### src/design/max_subarray_sum_with_bounds_core_defines.svh
// Assertion macros used by the core's top-level RTL file.
`ifndef MAX_SUBARRAY_SUM_WITH_BOUNDS_CORE_DEFINES_SVH
`define MAX_SUBARRAY_SUM_WITH_BOUNDS_CORE_DEFINES_SVH

// A property that must hold at every clock edge outside reset.
`define MSSB_ASSERT(label, clk, rst, prop, msg) \
   label: assert property (@(posedge clk) disable iff (rst) (prop)) else $error(msg);

// A condition that must be followed by a consequence in the next cycle.
`define MSSB_ASSERT_NEXT(label, clk, rst, ante, cons, msg) \
   label: assert property (@(posedge clk) disable iff (rst) (ante) |=> (cons)) \
      else $error(msg);

`endif

### src/design/mssb_pkg.sv
package mssb_pkg;

   localparam int SUM_W   = 31;
   localparam int INDEX_W = 16;
   localparam int WIDE_W  = 34;

   localparam logic [SUM_W-1:0] SUM_MAX = {SUM_W{1'b1}};

   typedef struct packed {
      logic [SUM_W-1:0]   best_sum;
      logic [INDEX_W-1:0] begin_index;
      logic [INDEX_W-1:0] end_index;
      logic               empty_res;
      logic               length_overflow;
   } result_type;

endpackage

### src/design/mssb_step.sv
module mssb_step #(
   parameter int MAX_LEN     = 65536,
   parameter int SAMPLE_BITS = 16,
   parameter int IDX_W       = 16,
   parameter int POS_W       = 17
) (
   input  logic signed [SAMPLE_BITS-1:0] sample,
   input  logic                          last,
   input  logic [mssb_pkg::SUM_W-1:0]    run_sum,
   input  logic [mssb_pkg::SUM_W-1:0]    best_total,
   input  logic [POS_W-1:0]              position,
   input  logic [IDX_W-1:0]              run_start,
   input  logic [IDX_W-1:0]              best_begin,
   input  logic [IDX_W-1:0]              best_end,
   input  logic                          seen_nonneg,
   input  logic                          overflowed,
   output logic [mssb_pkg::SUM_W-1:0]    run_sum_in,
   output logic [mssb_pkg::SUM_W-1:0]    best_total_in,
   output logic [POS_W-1:0]              position_in,
   output logic [IDX_W-1:0]              run_start_in,
   output logic [IDX_W-1:0]              best_begin_in,
   output logic [IDX_W-1:0]              best_end_in,
   output logic                          seen_nonneg_in,
   output logic                          overflowed_in,
   output mssb_pkg::result_type          result
);
   import mssb_pkg::*;

   localparam logic [IDX_W-1:0] LAST_IDX = IDX_W'(MAX_LEN - 1);
   localparam logic [POS_W-1:0] POS_LIMIT = POS_W'(MAX_LEN);

   logic                     too_long;
   logic [IDX_W-1:0]         idx;
   logic signed [WIDE_W-1:0] sum_wide;
   logic [SUM_W-1:0]         sum_sat;
   logic                     sum_neg;
   logic                     take_best;
   logic [SUM_W-1:0]         new_run;
   logic [SUM_W-1:0]         new_best;
   logic [IDX_W-1:0]         new_start;
   logic [IDX_W-1:0]         new_begin;
   logic [IDX_W-1:0]         new_end;
   logic                     new_seen;
   logic                     new_ovf;

   always_comb begin
      too_long = (position >= POS_LIMIT);
      idx      = too_long ? LAST_IDX : position[IDX_W-1:0];

      sum_wide = $signed({{(WIDE_W - SUM_W){1'b0}}, run_sum})
               + $signed({{(WIDE_W - SAMPLE_BITS){sample[SAMPLE_BITS-1]}}, sample});
      sum_neg  = sum_wide[WIDE_W-1];
      if (sum_wide > $signed({{(WIDE_W - SUM_W){1'b0}}, SUM_MAX})) begin
         sum_sat = SUM_MAX;
      end else begin
         sum_sat = sum_wide[SUM_W-1:0];
      end

      new_run   = run_sum;
      new_best  = best_total;
      new_start = run_start;
      new_begin = best_begin;
      new_end   = best_end;
      new_seen  = seen_nonneg;
      new_ovf   = overflowed | too_long;
      take_best = 1'b0;

      if (sum_neg) begin
         // The run ends here; the next one starts after this element.
         new_run   = '0;
         new_start = (idx == LAST_IDX) ? LAST_IDX : idx + 1'b1;
      end else begin
         new_run   = sum_sat;
         take_best = (sum_sat > best_total) || !seen_nonneg;
         if (take_best) begin
            if (sum_sat > best_total) begin
               new_best = sum_sat;
            end
            new_begin = run_start;
            new_end   = idx;
         end
         new_seen = 1'b1;
      end

      result.best_sum        = new_best;
      result.begin_index     = new_seen ? INDEX_W'(new_begin) : '0;
      result.end_index       = new_seen ? INDEX_W'(new_end) : '0;
      result.empty_res       = !new_seen;
      result.length_overflow = new_ovf;

      if (last) begin
         run_sum_in     = '0;
         best_total_in  = '0;
         position_in    = '0;
         run_start_in   = '0;
         best_begin_in  = '0;
         best_end_in    = '0;
         seen_nonneg_in = 1'b0;
         overflowed_in  = 1'b0;
      end else begin
         run_sum_in     = new_run;
         best_total_in  = new_best;
         position_in    = too_long ? position : position + 1'b1;
         run_start_in   = new_start;
         best_begin_in  = new_begin;
         best_end_in    = new_end;
         seen_nonneg_in = new_seen;
         overflowed_in  = new_ovf;
      end
   end

endmodule

### src/design/mssb_result_reg.sv
module mssb_result_reg (
   input  logic                 clock,
   input  logic                 reset,
   input  logic                 load,
   input  mssb_pkg::result_type load_data,
   output logic                 free,
   output logic                 rsp_valid,
   input  logic                 rsp_stall,
   output mssb_pkg::result_type rsp_data
);
   import mssb_pkg::*;

   logic       valid_ff;
   logic       valid_in;
   result_type data_ff;

   assign free     = !valid_ff || !rsp_stall;
   assign valid_in = load || (valid_ff && rsp_stall);

   always_ff @(posedge clock) begin
      if (reset) begin
         valid_ff <= 1'b0;
      end else begin
         valid_ff <= valid_in;
      end
   end

   always_ff @(posedge clock) begin
      if (load) begin
         data_ff <= load_data;
      end
   end

   assign rsp_valid = valid_ff;
   assign rsp_data  = data_ff;

endmodule

### src/design/max_subarray_sum_with_bounds_core.sv
// Channel   Ports                                       Handshake
// req       req_sample, req_last                        req_valid / req_stall
// rsp       rsp_best_sum, rsp_begin_index, rsp_end_index,
//           rsp_empty_res, rsp_length_overflow          rsp_valid / rsp_stall
//
// One item per cycle is accepted while req_stall is low; each item is held
// in the input register, and the sum, clamp and compare update happens
// on leaving it, when a last item also moves into the result register.
// Synchronous active-high reset empties both registers and clears the state.
// Only a last item waits on a stalled, full result register; others pass.
`include "max_subarray_sum_with_bounds_core_defines.svh"

module max_subarray_sum_with_bounds_core #(
   parameter int MAX_LEN     = 65536,
   parameter int SAMPLE_BITS = 16
) (
   input  logic                               clock,
   input  logic                               reset,
   input  logic                               req_valid,
   output logic                               req_stall,
   input  logic signed [SAMPLE_BITS-1:0]      req_sample,
   input  logic                               req_last,
   output logic                               rsp_valid,
   input  logic                               rsp_stall,
   output logic [mssb_pkg::SUM_W-1:0]         rsp_best_sum,
   output logic [mssb_pkg::INDEX_W-1:0]       rsp_begin_index,
   output logic [mssb_pkg::INDEX_W-1:0]       rsp_end_index,
   output logic                               rsp_empty_res,
   output logic                               rsp_length_overflow
);
   import mssb_pkg::*;

   localparam int IDX_W = (MAX_LEN > 2) ? $clog2(MAX_LEN) : 1;
   localparam int POS_W = $clog2(MAX_LEN + 1);

   logic                          s1_valid_ff;
   logic signed [SAMPLE_BITS-1:0] s1_sample_ff;
   logic                          s1_last_ff;
   logic                          s1_move;
   logic                          req_take;
   logic                          out_free;

   logic [SUM_W-1:0] run_ff, run_in;
   logic [SUM_W-1:0] best_ff, best_in;
   logic [POS_W-1:0] pos_ff, pos_in;
   logic [IDX_W-1:0] start_ff, start_in;
   logic [IDX_W-1:0] begin_ff, begin_in;
   logic [IDX_W-1:0] end_ff, end_in;
   logic             seen_ff, seen_in;
   logic             ovf_ff, ovf_in;

   result_type step_result;
   result_type rsp_data;

   assign s1_move   = s1_valid_ff && (!s1_last_ff || out_free);
   assign req_stall = s1_valid_ff && !s1_move;
   assign req_take  = req_valid && !req_stall;

   always_ff @(posedge clock) begin
      if (reset) begin
         s1_valid_ff <= 1'b0;
      end else begin
         s1_valid_ff <= req_take || (s1_valid_ff && !s1_move);
      end
   end

   always_ff @(posedge clock) begin
      if (req_take) begin
         s1_sample_ff <= req_sample;
         s1_last_ff   <= req_last;
      end
   end

   mssb_step #(
      .MAX_LEN     (MAX_LEN),
      .SAMPLE_BITS (SAMPLE_BITS),
      .IDX_W       (IDX_W),
      .POS_W       (POS_W)
   ) u_step (
      .sample         (s1_sample_ff),
      .last           (s1_last_ff),
      .run_sum        (run_ff),
      .best_total     (best_ff),
      .position       (pos_ff),
      .run_start      (start_ff),
      .best_begin     (begin_ff),
      .best_end       (end_ff),
      .seen_nonneg    (seen_ff),
      .overflowed     (ovf_ff),
      .run_sum_in     (run_in),
      .best_total_in  (best_in),
      .position_in    (pos_in),
      .run_start_in   (start_in),
      .best_begin_in  (begin_in),
      .best_end_in    (end_in),
      .seen_nonneg_in (seen_in),
      .overflowed_in  (ovf_in),
      .result         (step_result)
   );

   always_ff @(posedge clock) begin
      if (reset) begin
         run_ff   <= '0;
         best_ff  <= '0;
         pos_ff   <= '0;
         start_ff <= '0;
         begin_ff <= '0;
         end_ff   <= '0;
         seen_ff  <= 1'b0;
         ovf_ff   <= 1'b0;
      end else if (s1_move) begin
         run_ff   <= run_in;
         best_ff  <= best_in;
         pos_ff   <= pos_in;
         start_ff <= start_in;
         begin_ff <= begin_in;
         end_ff   <= end_in;
         seen_ff  <= seen_in;
         ovf_ff   <= ovf_in;
      end
   end

   mssb_result_reg u_result (
      .clock     (clock),
      .reset     (reset),
      .load      (s1_move && s1_last_ff),
      .load_data (step_result),
      .free      (out_free),
      .rsp_valid (rsp_valid),
      .rsp_stall (rsp_stall),
      .rsp_data  (rsp_data)
   );

   assign rsp_best_sum        = rsp_data.best_sum;
   assign rsp_begin_index     = rsp_data.begin_index;
   assign rsp_end_index       = rsp_data.end_index;
   assign rsp_empty_res       = rsp_data.empty_res;
   assign rsp_length_overflow = rsp_data.length_overflow;

   `MSSB_ASSERT(a_pos_bound, clock, reset, pos_ff <= POS_W'(MAX_LEN), "position past limit")
   `MSSB_ASSERT(a_run_le_best, clock, reset, run_ff <= best_ff, "running sum above best sum")
   `MSSB_ASSERT_NEXT(a_clear_after_last, clock, reset, s1_move && s1_last_ff, pos_ff == '0 && !seen_ff && !ovf_ff, "state not cleared after last item")
   `MSSB_ASSERT(a_empty_zero, clock, reset, !rsp_valid || !rsp_empty_res || (rsp_best_sum == '0 && rsp_begin_index == '0 && rsp_end_index == '0), "empty result with nonzero fields")

endmodule

### config.mk
export PLATFORM = sky130hd
export DESIGN_NAME = max_subarray_sum_with_bounds_core
export DESIGN_NICKNAME = d
export VERILOG_FILES = /design/src/design/mssb_pkg.sv /design/src/design/mssb_step.sv /design/src/design/mssb_result_reg.sv /design/src/design/max_subarray_sum_with_bounds_core.sv
export VERILOG_INCLUDE_DIRS = /design/src /design/src/design
export SDC_FILE = /design/constraint.sdc
export NUM_CORES = 1
export LEC_CHECK = 0
export BUFFER_PORTS_ARGS = -buffer_cell sky130_fd_sc_hd__buf_2
export CORE_MARGIN = 1.5
export CORE_UTILIZATION = 40
export CTS_CLUSTER_DIAMETER = 100
export DETAILED_ROUTE_END_ITERATION = 12
export PLACE_DENSITY_LB_ADDON = 0.2
export SETUP_SLACK_MARGIN = 0.2
export SLEW_MARGIN = 0
export SYNTH_ARGS = -nofsm -noshare
export SYNTH_HDL_FRONTEND = slang
export SYNTH_SLANG_ARGS = --single-unit
### constraint.sdc
create_clock -name clock -period 8 [get_ports clock]
set_input_delay 0 -clock clock [delete_from_list [all_inputs] [get_ports clock]]
set_output_delay 0 -clock clock [all_outputs]
set_load 0.05 [all_outputs]
== Word-level counts from Yosys, hierarchy flattened ==
Index checks and enable logic that the tools add are counted.

* Output and inout port bits: 67
* Logic and storage cells: 68
* Input bits: 21
* Flip-flop bits (word level): 213

* Equality and inequality tests: 2
* Reduce and logical (&&, ||, !) cells: 20
* Magnitude comparators: 3
* Bitwise logic cells: 1
* Mux-type cells: 22
* Add/sub/neg operators: 3

{| class="wikitable"
|+ Operator list
! cell !! count
|-
| 2-to-1 mux 31 bit || 7
|-
| 2-to-1 mux 16 bit || 10
|-
| greater-than comparator 34 x 32 -> 1 bit, second input constant || 1
|-
| 2-to-1 mux 17 bit || 2
|-
| adder 32 x 16 -> 33 bit || 1
|-
| greater-than comparator 31 bit || 1
|-
| adder 17 x 1 -> 17 bit, second input constant || 1
|-
| >= comparator 17 bit, second input constant || 1
|-
| adder 16 x 1 -> 16 bit, second input constant || 1
|-
| equality test 16 bit, second input constant || 1
|-
| logical NOT 1 bit || 7
|-
| logical AND 1 bit || 5
|-
| logical OR 1 bit || 5
|-
| AND reduction 2 bit || 2
|-
| 2-to-1 mux 1 bit || 3
|-
| inequality test 2 bit, second input constant || 1
|-
| nonzero test 2 bit || 1
|-
| bitwise OR 1 bit || 1
|}

== Depth between registers and ports, before layout ==
Gate-level depths: netlist of run 1.

* Word-level depth: 9
* Depth in mapped cells: 25
* Mapped depth without buffers: 22

== Cells and area by module ==
A second synthesis of run 1 with hierarchy kept.

* Cells, all modules: 1637
* Area total of the unflattened synthesis: 14416.3 µm²

{| class="wikitable"
|+ By module, submodules not included
! module !! sequential area each (µm²) !! times used !! area each (µm²) !! cells each
|-
| max_subarray_sum_with_bounds_core || 3113.0 || 1 || 6426.2 || 584
|-
| mssb_step || 0.0 || 1 || 6005.8 || 984
|-
| mssb_result_reg || 1971.9 || 1 || 1984.4 || 69
|}

== Least setup slack after synthesis of run 1 ==
No wires, ideal clock.

* Kind: flip-flop to flip-flop
* From: register s1_sample_ff[15]
* To: register u_result.data_ff, in the netlist u_result.rsp_data[20], data pin
* Path buffers: 5
* Setup time: 0.256 ns
* Arrival: 5.446 ns
* Cell stages (with the launch flop): 24
* Path slack: 2.298 ns
* Period minus slack after synthesis: 5.702 ns
* Data required time: 7.744 ns
* Path through: edfxtp_1 > ha_1 > buf_6 > a21o_1 > a221o_1 > a21oi_1 > o21a_1 > o22ai_1 > or3_1 > buf_6 > o32ai_4 > buf_2 > nor2_1 > inv_1 > ha_1 > o21a_1 > o221a_2 > o31a_1 > o41ai_2 > and2_1 > a21oi_1 > buf_2 > buf_2 > a22o_1

* Cells in the longest elaborated chain, start to end: 7
* Elaborated cells between the ends (all ways): 8
* Classes of those cells: add/sub: 1; order compare: 2; mux: 4; reduce/logical: 1

{| class="wikitable"
|+ Ends and longest elaborated chain
! item !! RTL line !! source
|-
| start, declared || max_subarray_sum_with_bounds_core.sv:37 || <nowiki>logic signed [SAMPLE_BITS-1:0] s1_sample_ff;</nowiki>
|-
| start signal, assigned || max_subarray_sum_with_bounds_core.sv:69 || <nowiki>s1_sample_ff <= req_sample;</nowiki>
|-
| adder 32 x 16 -> 33 bit (*) || mssb_step.sv:51 || <nowiki>+ $signed({{(WIDE_W - SAMPLE_BITS){sample[SAMPLE_BITS-1]}}, sample});</nowiki>
|-
| greater-than comparator 34 x 32 -> 1 bit || mssb_step.sv:53 || <nowiki>if (sum_wide > $signed({{(WIDE_W - SUM_W){1'b0}}, SUM_MAX})) begin</nowiki>
|-
| 2-to-1 mux 31 bit || mssb_step.sv:53 ||
|-
| greater-than comparator 31 bit || mssb_step.sv:74 || <nowiki>take_best = (sum_sat > best_total) || !seen_nonneg;</nowiki>
|-
| logical OR 1 bit || mssb_step.sv:74 ||
|-
| 2-to-1 mux 16 bit || mssb_step.sv:75 || <nowiki>if (take_best) begin</nowiki>
|-
| 2-to-1 mux 16 bit || mssb_step.sv:68 || <nowiki>if (sum_neg) begin</nowiki>
|-
| end signal, assigned || mssb_result_reg.sv:30 || <nowiki>data_ff <= load_data;</nowiki>
|-
| end, declared || mssb_result_reg.sv:15 || <nowiki>result_type data_ff;</nowiki>
|}

Every way passes the cells marked *; elsewhere a longest branch is shown, timed or not.
A chain may end at the register's enable or synchronous reset.

==> metrics.txt, run 1 <==
status complete, but fails checks; violated checks DRC; flops & latches, synth 213; Flop pwr share 0.456; initial core utilization 0.409; yosys warns 0; first-pass GRT wire length 42.2 mm; DRC Markers 2; Port-buffer cells 87; CP Class reg -> reg; wirelength, routed 25.7 mm; Netlist cell types 62; synthesized area per cell 9.53 um2; vias per cell 5.44; Setup WS post-layout 0.694 ns; PwrDens 207 nW/um2; Routed Antenna Nets 0; core area 26200 um2; pre-CTS WS 0.620 ns; diode count 0; Leak 4.92 nW; DR WL met2 10.5 mm; DRT iter0 DRCs 576; initial antenna violation count 0; CTS tree yes; PostCTS Resize Cnt 0; largest net degree at the start of global routing 44; setup_tns 0 ns; Slew Viols, Final 0; Syn-to-layout area delta 15.7%; Die X 167 um; DR WL met3 1.51 mm; max cap viols 0; clk slew on worst S/H paths 0.06 ns; clk_skew 0.0144 ns; fin crit share 0.913; P_int 1.89 mW; CTS max path bufs 3; die height 167 um; post-synthesis sequential area ratio 0.474; met1 wire length 13.3 mm; Slew @ Worst Pin 1.19 ns; Post-Syn Instances 1126; Synth async-reset ratio 0; io pins 88; Rel. slew slack 0.208; site row count 59; H-tree levels 1; highest routed layer met4; Net count, final 1298; Die ar. 27800 um2; CP Capture Type flip-flop; RSZ-0062 raised after global routing no; Clock Power Share 0.418; GP Congestion 0.881; most frequent cells in the layout 139 x nor2_1, 131 x dfxtp_1, 87 x buf_2; Max Fclk 137 MHz; via count 8502; ys flop type dfxtp_1; Tmin final 7.31 ns; commonest non-fill, non-tap cell in the layout nor2_1; GRT Util Overall 0.184; Cell Area, Synth 10700 um2; Crit path arrival time 7.58 ns; Worst EP required 8.27 ns; Hold WC Path Type in -> reg; CTS Sinks 213; vias in the first global route 7858; Crit Path Max Fanout 36; CTS buffer count 25; Avg WL per Cell 16.5 um; share of cells above drive strength 1 0.127; Clk Latency, worst-skew pair 0.52 ns; FILL cells 2478; global route total overflow 0; switching power 680 uW; drt pass-1 iters 12; placed wire-length estimate 18.0 mm; peak supply drop 0.143 mV; syn nets 1213; endpoints failing setup 0; number of synthesized flops with an enable pin 82; combinational power share 0.127; Final Hold Violating Endpoints 0; Switching Fraction 0.264; CTS root buf clkbuf_16; crit path launch type flip-flop
## cells by family after synthesis
kind of cell,share of synthesized area
compound gates,0.229
fa+ha+maj,0.0777
flops,0.474
buf+inv,0.0516
xor+xnor,0.0343
simple gates,0.133
## metal layers
| layer | GRT usage | vias to the layer above |
|---|---|---|
| li1 | - | 4252 |
| met1 | 0.282 | 3995 |
| met2 | 0.273 | 223 |
| met3 | 0.0280 | 32 |
| met4 | 0.0391 | 0 |
| met5 | 0 | - |
## registers in the layout, indices dropped and copies added, names as in the netlist, 16 cells and up
name and count:
run_ff 31, start_ff 16, begin_ff 16, end_ff 16, u_result.rsp_data 65, pos_ff 17, best_ff 31, s1_sample_ff 16
## stage by stage
step / instances / util / power, mW / cell area, um2 / hold slack (ns)
floorplan: 1126 / - / 1.43 / 10700 / 0.0989
global placement: 1496 / 0.435 / 1.51 / 11400 / 0.176
detailed placement: 1496 / 0.435 / 1.51 / 11400 / 0.178
CTS: 1563 / 0.473 / 2.60 / 12400 / 0.152
global route: 1564 / 0.474 / 2.68 / 12400 / 0.174
finish: 1564 / 0.474 / 2.57 / 12400 / 0.179
## what timing repair did
action                                  4_1_cts  5_1_grt
setup buffers                                 0        1
hold endpoints to repair                     22        0
endpoints found under the setup margin        0       20
hold buffers                                 22        0
## cell type report
| type | instances | area [um2] | share of cell area |
|---|---|---|---|
| inverter | 71 | 267 | 0.0215 |
| clock inverter | 10 | 61.3 | 0.00494 |
| timing repair buffer | 121 | 746 | 0.0601 |
| multi-input combinational | 779 | 5110 | 0.412 |
| clock buffer | 35 | 724 | 0.0584 |
| tap | 335 | 419 | 0.0338 |
| sequential | 213 | 5080 | 0.410 |
## synth_stat cells (all sizes together), types with 43 or more instances
cell type	count	area, um2
inv	71	267
a21oi	89	472
ha	65	813
o2bb2ai	45	394
a22o	51	447
clkbuf	43	161
dfxtp	131	2620
edfxtp	82	2460
o21ai	66	330
nor2	140	526
nand2	81	304
## worst paths after layout
check,start,endpoint,slack (ns),cells past startpoint
setup / recovery,s1_sample_ff[5],u_result.rsp_data[64],0.69,19
setup reg to reg,s1_sample_ff[5],u_result.rsp_data[64],0.69,19
hold / removal,req_sample[3],s1_sample_ff[3],0.18,2
hold reg to reg,run_ff[5],run_ff[5],0.46,2
## critical path: stages, from the launching register on
cell	delay [ns]
edfxtp_1	0.38
ha_1	0.41
a21o_1	0.24
a211oi_1	0.31
a21oi_1	0.20
or3_1	0.45
a211oi_1	0.73
o21ai_0	0.28
xor2_1	0.26
nand2_1	0.15
ha_1	0.32
and3_1	0.23
nand4_1	0.18
nor4_1	0.83
o31a_1	0.31
o41ai_2	0.12
a21oi_4	0.69
buf_4	0.50
nor2_1	0.09
a31oi_1	0.37
## power by group through the flow
| stage | registers (mW) | clock network (mW) | logic [mW] |
|---|---|---|---|
| 2_1_floorplan | 1.23 | 0 | 0.196 |
| 3_3_place_gp | 1.20 | 0 | 0.312 |
| 3_5_place_dp | 1.20 | 0 | 0.314 |
| 4_1_cts | 1.17 | 1.11 | 0.324 |
| 5_1_grt | 1.17 | 1.15 | 0.362 |
| 6_report | 1.17 | 1.07 | 0.326 |
No activity file was read; power rests on OpenSTA's default activity.
==> inputs of run 2 (changes only) <==
- PLACE_DENSITY_LB_ADDON: 0.2 -> default
==> run 2 against run 1 <==
- the flow now finishes without violations
- cell count rose by 0.13%
- sequential cell count did not move
- non-clock buffer count rose by 3
==> metrics.txt, run 2 (same netlist as run 1, synthesis figures left out) <==
status complete, no violations; Routed Antenna Nets 0; most frequent cells in the layout 139 x nor2_1, 131 x dfxtp_1, 87 x buf_2; Syn-to-layout area delta 16.2%; Slowest-stage cell, CP edfxtp_1; clk slew on worst S/H paths 0.06 ns; wirelength, routed 25.4 mm; site row count 59; core area 26200 um2; Clk Latency, worst-skew pair 0.53 ns; via count 8423; Max Fclk 142 MHz; CTS max path bufs 3; P_int 1.90 mW; CTS buffer count 24; Port-buffer cells 87; combinational power share 0.124; vias per cell 5.38; PostCTS Resize Cnt 0; share of cells above drive strength 1 0.128; GP Congestion 0.890; initial antenna violation count 0; GRT Util Overall 0.184; Crit Path Max Fanout 44; Final Instance Count excl. Fillers 1566; fin crit share 0.881; endpoints failing setup 0; cell family with most CP delay compound AO/OA/AOI/OAI gates; PwrDens 208 nW/um2; crit-path cells ha_1, and3_1, a2111oi_0, o211ai_1, a311oi_1, o21ai_0, xnor2_1, nand2_1, ha_1, and3_1, nand4_1, nor4_1, o31a_1, o41ai_2, a21oi_4, buf_4, nor2_1, a31oi_1; Tmin final 7.05 ns; setup slack, reg-to-reg 0.95 ns; Hold WC Path Type in -> reg; placed cell count 1496; Clock Power Share 0.424; Largest register FFs 65; setup_tns 0 ns; CP Class reg -> reg; Final Util 0.475; vias in the first global route 8012; CTS Sinks 213; die height 167 um; worst path buffer plus inverter count 1; placed wire-length estimate 17.3 mm; commonest non-fill, non-tap cell in the layout nor2_1; drt pass-1 iters 7; crit path launch type flip-flop; Die ar. 27800 um2; Switching Fraction 0.266; DP Area 11400 um2; Final Hold Violating Endpoints 0; Flop pwr share 0.452; diode count 0; Net count, final 1300; Die X 167 um; CTS tree yes; Worst EP required 8.30 ns; switching power 690 uW; clk_skew 0.0112 ns; crit-path max cell delay 0.85 ns; CP Capture Type flip-flop; Crit path arrival time 7.34 ns; DRC Markers 0; initial core utilization 0.409; Slew Viols, Final 0; global route total overflow 0; cell area after layout 12500 um2; Slew @ Worst Pin 1.16 ns; DRT iter0 DRCs 591; Rel. slew slack 0.222; first-pass GRT wire length 42.2 mm; Leak 4.93 nW; Avg WL per Cell 16.2 um; H-tree levels 1; largest net degree at the start of global routing 58; RSZ-0062 raised after global routing no; max cap viols 0; CTS root buf clkbuf_16; io pins 88; peak supply drop 0.138 mV
==> run 2: final cells by class <==
class                           instances  area (um2)
Clock inverter                         11         109
Clock buffer                           33         691
Inverter                               71         267
Fill cell                            2436       13700
Timing Repair Buffer                  124         783
Tap cell                              335         419
Multi-Input combinational cell        779        5110
Sequential cell                       213        5080
==> run 2: worst paths after layout <==
path                                       start                     to  depth (start not counted)
worst max-delay path            s1_sample_ff[15]  u_result.rsp_data[64]                         18
worst min-delay path              req_sample[11]       s1_sample_ff[11]                          2
worst max register to register  s1_sample_ff[15]  u_result.rsp_data[64]                         18
worst min register to register         run_ff[3]              run_ff[3]                          2
==> run 2: through the flow <==
stage / power, mW / setup WS (ns) / hold WS [ns]
finish: 2.59 / 0.955 / 0.176
global route: 2.71 / 0.587 / 0.156
CTS: 2.62 / 0.836 / 0.154
detailed placement: 1.51 / 0.877 / 0.178
global placement: 1.51 / 1.06 / 0.179
floorplan: 1.43 / 2.30 / 0.0989
==> run 2: what timing repair did <==
item | CTS | global route
endpoints found under the setup margin | 0 | 2
hold buffers | 23 | 0
buffers inserted | 0 | 3
hold endpoints to repair | 21 | 0
==> run 2: power by group through the flow <==
stage,combinational (mW),clock [mW],sequential (mW)
after floorplan,0.196,0,1.23
final,0.323,1.10,1.17
after CTS,0.322,1.13,1.17
after global routing,0.361,1.17,1.17
after global placement,0.311,0,1.19
after detailed placement,0.312,0,1.19
==> run 2: layer usage <==
metal | track usage | wire length [um] | vias up
met1 | 0.273 | 12900 | 3932
met2 | 0.274 | 10500 | 192
met4 | 0.0419 | 384 | 0
met5 | 0 | 0 | -
li1 | - | - | 4271
met3 | 0.0397 | 1610 | 28
==> run 2: worst reg2reg max path, stage by stage, from the launching register on <==
cell and delay [ns]:
edfxtp_1 0.85, ha_1 0.43, and3_1 0.21, a2111oi_0 0.57, o211ai_1 0.26, a311oi_1 0.58, o21ai_0 0.23, xnor2_1 0.27
nand2_1 0.14, ha_1 0.35, and3_1 0.22, nand4_1 0.16, nor4_1 0.66, o31a_1 0.29, o41ai_2 0.12, a21oi_4 0.56
buf_4 0.54, nor2_1 0.08, a31oi_1 0.32
